$ cat src/hw/rtl/eye_opening_measure_assert.svh
// Assertion macros for the eye opening measurement block.
// Included by eye_opening_measure.sv; depends on nothing else.
`ifndef EYE_OPENING_MEASURE_ASSERT_SVH
`define EYE_OPENING_MEASURE_ASSERT_SVH

// Same-cycle implication, checked on the rising clock edge outside reset.
`define EOM_ASSERT_IMP(lbl, clk, rstn, ante, cons, msg) \
    lbl: assert property (@(posedge clk) disable iff (!rstn) (ante) |-> (cons)) else $error(msg);

// Next-cycle implication, checked on the rising clock edge outside reset.
`define EOM_ASSERT_NXT(lbl, clk, rstn, ante, cons, msg) \
    lbl: assert property (@(posedge clk) disable iff (!rstn) (ante) |=> (cons)) else $error(msg);

`endif

$ cat src/hw/rtl/eom_pkg.sv
// Package for the eye opening measurement block: field widths, register map and defaults.
// Used by eye_opening_measure.sv; depends on nothing else.
package eom_pkg;

    localparam int CFG_W              = 9;
    localparam int HIT_W              = 32;
    localparam int HEIGHT_W           = 9;
    localparam int WIDTH_W            = 9;
    localparam int JITTER_W           = 8;
    localparam int APB_ADDR_W         = 3;
    localparam int APB_DATA_W         = 32;
    localparam int REG_SEL_BIT        = 2;
    localparam int DEF_MAX_TIME_BINS  = 256;
    localparam int DEF_MAX_VOLT_BINS  = 256;

    localparam logic [CFG_W-1:0] CFG_RESET = 9'd256;

    typedef enum logic {
        REG_TIME_BINS = 1'b0,
        REG_VOLT_BINS = 1'b1
    } cfg_reg_t;

endpackage

$ cat src/hw/rtl/eye_opening_measure.sv
// Eye opening measurement: height, width and jitter of an eye-diagram hit grid.
// Depends on eom_pkg and on the assertion macros in eye_opening_measure_assert.svh.
//
//   Channel   Direction  Handshake          Payload
//   s_        in         s_valid/s_ready    s_hit_count, one grid cell per transaction
//   m_        out        m_valid/m_ready    m_height_bins, m_width_bins, m_jitter_bins
//   APB       in/out     psel/penable       time_bins_used at 0x0, volt_bins_used at 0x4
//
// One cell is taken per cycle unless a grid's last cell waits on a stalled result; a
// cell passes the input register and updates the run counters as it leaves it. The result
// is loaded as the grid's last cell leaves and sits in the output register until taken.
// A stalled result holds back only the last cell of the next grid.
// Reset and any register write restart the grid.
`include "eye_opening_measure_assert.svh"

module eye_opening_measure #(
    parameter int MAX_TIME_BINS = eom_pkg::DEF_MAX_TIME_BINS,
    parameter int MAX_VOLT_BINS = eom_pkg::DEF_MAX_VOLT_BINS
) (
    input  logic                              aclk,
    input  logic                              aresetn,
    input  logic                              s_valid,
    output logic                              s_ready,
    input  logic [eom_pkg::HIT_W-1:0]         s_hit_count,
    output logic                              m_valid,
    input  logic                              m_ready,
    output logic [eom_pkg::HEIGHT_W-1:0]      m_height_bins,
    output logic [eom_pkg::WIDTH_W-1:0]       m_width_bins,
    output logic [eom_pkg::JITTER_W-1:0]      m_jitter_bins,
    input  logic                              psel,
    input  logic                              penable,
    input  logic                              pwrite,
    input  logic [eom_pkg::APB_ADDR_W-1:0]    paddr,
    input  logic [eom_pkg::APB_DATA_W-1:0]    pwdata,
    output logic [eom_pkg::APB_DATA_W-1:0]    prdata,
    output logic                              pready
);
    import eom_pkg::*;

    localparam int TRUN_W = $clog2(MAX_TIME_BINS + 1);
    localparam int VRUN_W = $clog2(MAX_VOLT_BINS + 1);
    localparam int TPOS_W = (MAX_TIME_BINS > 1) ? $clog2(MAX_TIME_BINS) : 1;
    localparam int VPOS_W = (MAX_VOLT_BINS > 1) ? $clog2(MAX_VOLT_BINS) : 1;
    localparam int TCMP_W = (CFG_W > TRUN_W) ? CFG_W : TRUN_W;
    localparam int VCMP_W = (CFG_W > VRUN_W) ? CFG_W : VRUN_W;
    localparam int OEXT_A = (TRUN_W > VRUN_W) ? TRUN_W : VRUN_W;
    localparam int OEXT_W = (OEXT_A > HEIGHT_W) ? OEXT_A : HEIGHT_W;

    logic [CFG_W-1:0]  time_cfg_reg;
    logic [CFG_W-1:0]  volt_cfg_reg;
    logic              cfg_write;

    logic              in_valid_reg;
    logic              in_empty_reg;

    logic [TPOS_W-1:0] time_pos_reg, time_pos_next;
    logic [VPOS_W-1:0] volt_pos_reg, volt_pos_next;
    logic [VRUN_W-1:0] col_run_reg, col_run_next;
    logic [VRUN_W-1:0] col_long_reg, col_long_next;
    logic [VRUN_W-1:0] centre_min_reg, centre_min_next;
    logic              closed_seen_reg, closed_seen_next;
    logic [TRUN_W-1:0] row_run_reg, row_run_next;
    logic [TRUN_W-1:0] row_long_reg, row_long_next;

    logic                m_valid_reg;
    logic [HEIGHT_W-1:0] height_reg;
    logic [WIDTH_W-1:0]  width_reg;
    logic [JITTER_W-1:0] jitter_reg;

    logic [TCMP_W-1:0] time_cfg_ext, t_eff_ext;
    logic [VCMP_W-1:0] volt_cfg_ext, v_eff_ext;
    logic [TRUN_W-1:0] t_eff, t_half, t_lo, t_hi, t_pos_ext;
    logic [VRUN_W-1:0] v_eff, v_pos_ext;
    logic              last_v, last_t, is_final, is_centre, row_mid, adv;

    logic [VRUN_W-1:0] col_run_upd, col_long_upd, final_col, centre_min_upd;
    logic              closed_upd;
    logic [TRUN_W-1:0] row_run_upd, row_long_upd, width_val, jitter_val;
    logic [VRUN_W-1:0] height_val;
    logic [OEXT_W-1:0] height_ext, width_ext, jitter_ext;

    // Configuration port.
    assign pready    = 1'b1;
    assign cfg_write = psel && penable && pwrite && pready;

    always_ff @(posedge aclk) begin
        if (!aresetn) begin
            time_cfg_reg <= CFG_RESET;
            volt_cfg_reg <= CFG_RESET;
        end else if (cfg_write) begin
            unique case (cfg_reg_t'(paddr[REG_SEL_BIT]))
                REG_TIME_BINS: time_cfg_reg <= pwdata[CFG_W-1:0];
                REG_VOLT_BINS: volt_cfg_reg <= pwdata[CFG_W-1:0];
                default:       time_cfg_reg <= time_cfg_reg;
            endcase
        end
    end

    always_comb begin
        unique case (cfg_reg_t'(paddr[REG_SEL_BIT]))
            REG_TIME_BINS: prdata = APB_DATA_W'(time_cfg_reg);
            REG_VOLT_BINS: prdata = APB_DATA_W'(volt_cfg_reg);
            default:       prdata = '0;
        endcase
    end

    // Effective grid size: zero acts as one, large values saturate.
    always_comb begin
        time_cfg_ext = TCMP_W'(time_cfg_reg);
        volt_cfg_ext = VCMP_W'(volt_cfg_reg);
        if (time_cfg_reg == '0) begin
            t_eff_ext = TCMP_W'(1);
        end else if (time_cfg_ext > TCMP_W'(MAX_TIME_BINS)) begin
            t_eff_ext = TCMP_W'(MAX_TIME_BINS);
        end else begin
            t_eff_ext = time_cfg_ext;
        end
        if (volt_cfg_reg == '0) begin
            v_eff_ext = VCMP_W'(1);
        end else if (volt_cfg_ext > VCMP_W'(MAX_VOLT_BINS)) begin
            v_eff_ext = VCMP_W'(MAX_VOLT_BINS);
        end else begin
            v_eff_ext = volt_cfg_ext;
        end
    end

    assign t_eff     = t_eff_ext[TRUN_W-1:0];
    assign v_eff     = v_eff_ext[VRUN_W-1:0];
    assign t_pos_ext = TRUN_W'(time_pos_reg);
    assign v_pos_ext = VRUN_W'(volt_pos_reg);
    assign t_half    = t_eff >> 1;
    assign t_lo      = (t_half == '0) ? '0 : t_half - TRUN_W'(1);
    assign t_hi      = ((t_half + TRUN_W'(1)) > (t_eff - TRUN_W'(1))) ?
                       (t_eff - TRUN_W'(1)) : (t_half + TRUN_W'(1));
    assign is_centre = (t_pos_ext >= t_lo) && (t_pos_ext <= t_hi);
    assign last_v    = v_pos_ext >= (v_eff - VRUN_W'(1));
    assign last_t    = t_pos_ext >= (t_eff - TRUN_W'(1));
    assign row_mid   = v_pos_ext == (v_eff >> 1);
    assign is_final  = last_v && last_t;

    // Input register.
    assign adv     = in_valid_reg && (!is_final || !m_valid_reg || m_ready);
    assign s_ready = !in_valid_reg || adv;

    always_ff @(posedge aclk) begin
        if (!aresetn) begin
            in_valid_reg <= 1'b0;
        end else if (s_ready) begin
            in_valid_reg <= s_valid;
        end
    end

    always_ff @(posedge aclk) begin
        if (s_valid && s_ready) begin
            in_empty_reg <= (s_hit_count == '0);
        end
    end

    // Run tracking for the cell leaving the input register.
    always_comb begin
        if (in_empty_reg) begin
            col_run_upd  = col_run_reg + VRUN_W'(1);
            col_long_upd = col_long_reg;
        end else begin
            col_run_upd  = '0;
            col_long_upd = (col_run_reg > col_long_reg) ? col_run_reg : col_long_reg;
        end
        row_run_upd  = row_run_reg;
        row_long_upd = row_long_reg;
        if (row_mid) begin
            if (in_empty_reg) begin
                row_run_upd = row_run_reg + TRUN_W'(1);
            end else begin
                row_run_upd  = '0;
                row_long_upd = (row_run_reg > row_long_reg) ? row_run_reg : row_long_reg;
            end
        end
        final_col      = (col_run_upd > col_long_upd) ? col_run_upd : col_long_upd;
        closed_upd     = closed_seen_reg;
        centre_min_upd = centre_min_reg;
        if (is_centre) begin
            if (final_col == '0) begin
                closed_upd = 1'b1;
            end else if (final_col < centre_min_reg) begin
                centre_min_upd = final_col;
            end
        end
        width_val  = (row_run_upd > row_long_upd) ? row_run_upd : row_long_upd;
        height_val = closed_upd ? '0 : centre_min_upd;
        jitter_val = ((width_val != '0) && (width_val < t_eff)) ? (t_eff - width_val) : '0;
        height_ext = OEXT_W'(height_val);
        width_ext  = OEXT_W'(width_val);
        jitter_ext = OEXT_W'(jitter_val);
    end

    always_comb begin
        time_pos_next    = time_pos_reg;
        volt_pos_next    = volt_pos_reg;
        col_run_next     = col_run_reg;
        col_long_next    = col_long_reg;
        centre_min_next  = centre_min_reg;
        closed_seen_next = closed_seen_reg;
        row_run_next     = row_run_reg;
        row_long_next    = row_long_reg;
        if (cfg_write || (adv && is_final)) begin
            time_pos_next    = '0;
            volt_pos_next    = '0;
            col_run_next     = '0;
            col_long_next    = '0;
            centre_min_next  = '1;
            closed_seen_next = 1'b0;
            row_run_next     = '0;
            row_long_next    = '0;
        end else if (adv) begin
            row_run_next  = row_run_upd;
            row_long_next = row_long_upd;
            if (!last_v) begin
                volt_pos_next = volt_pos_reg + VPOS_W'(1);
                col_run_next  = col_run_upd;
                col_long_next = col_long_upd;
            end else begin
                volt_pos_next    = '0;
                col_run_next     = '0;
                col_long_next    = '0;
                centre_min_next  = centre_min_upd;
                closed_seen_next = closed_upd;
                time_pos_next    = time_pos_reg + TPOS_W'(1);
            end
        end
    end

    always_ff @(posedge aclk) begin
        if (!aresetn) begin
            time_pos_reg    <= '0;
            volt_pos_reg    <= '0;
            col_run_reg     <= '0;
            col_long_reg    <= '0;
            centre_min_reg  <= '1;
            closed_seen_reg <= 1'b0;
            row_run_reg     <= '0;
            row_long_reg    <= '0;
        end else begin
            time_pos_reg    <= time_pos_next;
            volt_pos_reg    <= volt_pos_next;
            col_run_reg     <= col_run_next;
            col_long_reg    <= col_long_next;
            centre_min_reg  <= centre_min_next;
            closed_seen_reg <= closed_seen_next;
            row_run_reg     <= row_run_next;
            row_long_reg    <= row_long_next;
        end
    end

    // Output register.
    always_ff @(posedge aclk) begin
        if (!aresetn) begin
            m_valid_reg <= 1'b0;
        end else if (adv && is_final) begin
            m_valid_reg <= 1'b1;
        end else if (m_ready) begin
            m_valid_reg <= 1'b0;
        end
    end

    always_ff @(posedge aclk) begin
        if (adv && is_final) begin
            height_reg <= height_ext[HEIGHT_W-1:0];
            width_reg  <= width_ext[WIDTH_W-1:0];
            jitter_reg <= jitter_ext[JITTER_W-1:0];
        end
    end

    assign m_valid       = m_valid_reg;
    assign m_height_bins = height_reg;
    assign m_width_bins  = width_reg;
    assign m_jitter_bins = jitter_reg;

    `EOM_ASSERT_IMP(a_result_from_last_cell, aclk, aresetn, $rose(m_valid_reg), $past(adv && is_final), "result appeared without a final cell")
    `EOM_ASSERT_NXT(a_cell_held, aclk, aresetn, in_valid_reg && !adv, in_valid_reg && $stable(in_empty_reg), "stalled cell was lost")
    `EOM_ASSERT_IMP(a_position_in_grid, aclk, aresetn, 1'b1, (t_pos_ext < t_eff) && (v_pos_ext < v_eff), "grid position outside the grid")
    `EOM_ASSERT_NXT(a_result_held, aclk, aresetn, m_valid_reg && !m_ready, m_valid_reg && $stable(height_reg) && $stable(width_reg), "unaccepted result changed")

endmodule

$ cat config.mk
export PLATFORM = sky130hd
export DESIGN_NAME = eye_opening_measure
export DESIGN_NICKNAME = d
export VERILOG_FILES = /design/src/hw/rtl/eom_pkg.sv /design/src/hw/rtl/eye_opening_measure.sv
export VERILOG_INCLUDE_DIRS = /design/src /design/src/hw/rtl
export SDC_FILE = /design/constraint.sdc
export NUM_CORES = 1
export LEC_CHECK = 0
export BUFFER_PORTS_ARGS = -buffer_cell sky130_fd_sc_hd__buf_2
export CORE_MARGIN = 3
export CORE_UTILIZATION = 50
export DETAILED_ROUTE_END_ITERATION = 16
export PLACE_DENSITY = 0.77
export SLEW_MARGIN = 20
export SYNTH_ARGS = -nofsm -noshare
export SYNTH_HDL_FRONTEND = slang
export SYNTH_SLANG_ARGS = --single-unit
export TNS_END_PERCENT = 1
$ cat constraint.sdc
create_clock -name aclk -period 7.3 [get_ports aclk]
set_input_delay 1.095 -clock aclk [delete_from_list [all_inputs] [get_ports aclk]]
set_output_delay 1.095 -clock aclk [all_outputs]
set_load 0.05 [all_outputs]
==> flow_metrics.env <==
export IMPL_antenna_left=0
export IMPL_via_count=8443
export IMPL_crit_fanout=15
export IMPL_drc=0
export IMPL_worstSetupPathType="register to register"
export IMPL_overflow=0
export IMPL_rr_worst_depth=24
export IMPL_die_h_um=140
export IMPL_p_switching_uw=522
export IMPL_clk_pin_slew_ps=80
export IMPL_grt_pass1_wl_um=39400
export IMPL_holdPathStages=2
export IMPL_grt_util_all_layers_pct=24.2
export IMPL_final_cell_mix="nand2_1, ha_1, nor2_1"
export IMPL_r2r_slack_ps=520
export IMPL_synth_edf_count=27
export IMPL_clock_path_buffers=2
export IMPL_hold_violations=0
export IMPL_fin_cells=1411
export IMPL_seqPwrFrac_pct=42.2
export IMPL_dp_hpwl_um=18100
export IMPL_drt_vias_per_instance=5.98
export IMPL_cap_viol_max_count=0
export IMPL_wl_um=23900
export IMPL_grt_pass1_vias=7807
export IMPL_r2r_end="m_height_bins[5]"
export IMPL_rows=48
export IMPL_ys_seq_area_share_pct=27.1
export IMPL_switching_share_pct=33.7
export IMPL_internal_power_mw=1.03
export IMPL_multi_input_area_mm2=0.00610
export IMPL_firstDrtPassIters=5
export IMPL_area_growth_pct=10.0
export IMPL_port_buffers=85
export IMPL_ys_warn_count=0
export IMPL_globalplace_congestion=0.971
export IMPL_start_util_pct=51.7
export IMPL_dpl_cell_count=1395
export IMPL_cts_root_buf="clkbuf_16"
export IMPL_core_area_mm2=0.0175
export IMPL_htree_levels=3
export IMPL_fillCellCount=1636
export IMPL_p_leak_nw=4.36
export IMPL_clock_skew_ps=13.2
export IMPL_postPlaceCellArea_mm2=0.00964
export IMPL_crit_required_ps=7530
export IMPL_combPwrFrac_pct=25.4
export IMPL_hold_path_endpoint="row_long_reg[4]"
export IMPL_synthCells=1110
export IMPL_cts_tree="yes"
export IMPL_ioPinCount=135
export IMPL_synthFlopType="dfxtp_1"
export IMPL_power_share_clock_pct=32.3
export IMPL_fin_area_mm2=0.00995
export IMPL_synth_seq_cells=109
export IMPL_vdd_drop_max_mv=0.145
export IMPL_layout_commonest_cell="nand2_1"
export IMPL_drt_first_iter_violations=800
export IMPL_min_delay_start="row_long_reg[4]"
export IMPL_clock_latency_ps=370
export IMPL_synth_cell_types=78
export IMPL_post_drt_wl_per_cell_um=17.0
export IMPL_die_area_mm2=0.0197
export IMPL_worstMarginPinSlew_ps=961
export IMPL_antenna_found_initial=0
export IMPL_hold_ws_ps=503
export IMPL_seq_area_mm2=0.00245
export IMPL_rsz0062_at_grt="no"
export IMPL_endpoint_kind="register"
export IMPL_min_period_ps=6780
export IMPL_r2r_start="time_cfg_ext[8]"
export IMPL_post_cts_repair_setup_buffers=0
export IMPL_slew_viol_final=0
export IMPL_postCtsHoldBufs=0
export IMPL_grt_max_degree=51
export IMPL_ys_async_sr_fraction_pct=0
export IMPL_hp_class="register to register"
export IMPL_fmax_ghz=0.147
export IMPL_cts_buffers=9
export IMPL_timing_final_crit_share_pct=92.9
export IMPL_cellPowerDensity_mw_per_mm2=156
export IMPL_die_w_um=140
export IMPL_cp_start_kind="register"
export IMPL_syn_area_per_cell_um2=8.14
export IMPL_setup_tns_ps=0
export IMPL_diodes=0
export IMPL_synth_area_mm2=0.00904
export IMPL_setup_viol=0
export IMPL_clock_sinks=109
export IMPL_drive_gt1_share_pct=13.1
export IMPL_finalNetCount=1364
export IMPL_status="finished, final reports clean"
export IMPL_slew_headroom_pct=35.7
export IMPL_arrival_ps=7010
[final cells by class]
cell class,count,share of cell area [%]
timing repair buffer,104,5.71
sequential,109,24.7
inverter,66,2.49
multi-input combinational,891,61.3
tap,225,2.83
clock buffer,9,2.26
clock inverter,7,0.704
[metal layers]
layer	track usage (%)	wire length, um
met4	9.08	758
met5	0	0
met2	39.5	11100
met1	32.4	10300
met3	3.58	1710
[how the worst max path moves through the flow]
stage | start | to | slack (ps) | cells after the start
floorplan | col_long_reg[6] | centre_min_reg[2] | 1250 | 26
global placement | col_long_reg[5] | centre_min_reg[2] | 760 | 26
detailed placement | col_long_reg[5] | centre_min_reg[2] | 680 | 26
CTS | col_long_reg[5] | centre_min_reg[2] | 610 | 26
global route | col_long_reg[6] | m_height_bins[0] | 30 | 28
finish | time_cfg_ext[8] | m_height_bins[5] | 520 | 24
[stage by stage]
step                worst slack [ps]  power, mW  utilization [%]
detailed placement               681       1.05             55.2
global route                    26.0       1.62             56.9
global placement                 760       1.04             55.2
floorplan                       1250      0.957                -
finish                           516       1.55             56.9
CTS                              607       1.55             56.9
[logic make-up after synthesis]
logic type | after synthesis | share of synthesized area (%)
flip-flops | 109 | 27.1
XOR/XNOR | 37 | 3.58
buffers and inverters | 133 | 6.78
adder cells (fa/ha/maj) | 110 | 15.3
other | 2 | 0.0831
AO/OA/AOI/OAI | 286 | 21.4
AND/OR/NAND/NOR | 400 | 21.9
multiplexers | 33 | 3.85
[synthesized netlist by cell type (all sizes together), types with 27 or more instances]
cell type    n  share of area (%)
a21oi       61                3.4
nor2        92                3.8
nand2      116                4.8
edfxtp      27                9.0
nand3       31                1.7
buf         32                2.6
o21ai       58                3.2
ha         108                 15
clkbuf      35                1.5
inv         62                2.6
dfxtp       82                 18
nor3        34                1.9
[worst max-delay path, stage by stage (launching register included)]
cell and delay, ps:
dfxtp_1 600, inv_1 320, nand2_1 320, ha_1 420, a21boi_0 450, xnor2_1 210
ha_1 340, and3_1 210, a221oi_1 110, o21ai_0 280, a211oi_1 150, or4_4 600
nor2_1 110, a21oi_1 50, ha_1 290, nor2b_1 130, o21a_1 120, o21a_1 110
o211ai_1 90, a31oi_1 220, o22ai_2 160, a41oi_1 220, o31a_1 220, a21boi_1 660
a22o_1 260
[power by group through the flow]
stage | logic (mW) | registers (mW) | clock network (mW)
3_3_place_gp | 0.377 | 0.666 | 0
2_1_floorplan | 0.298 | 0.659 | 0
6_report | 0.394 | 0.653 | 0.500
4_1_cts | 0.388 | 0.653 | 0.513
3_5_place_dp | 0.385 | 0.667 | 0
5_1_grt | 0.434 | 0.655 | 0.533
[what timing repair did]
item / in CTS / in global routing
resized for setup: 0 / 2
endpoints found under the hold margin: 0 / 0
setup endpoints to repair: 0 / 16
(Power assumes the default switching activity.)
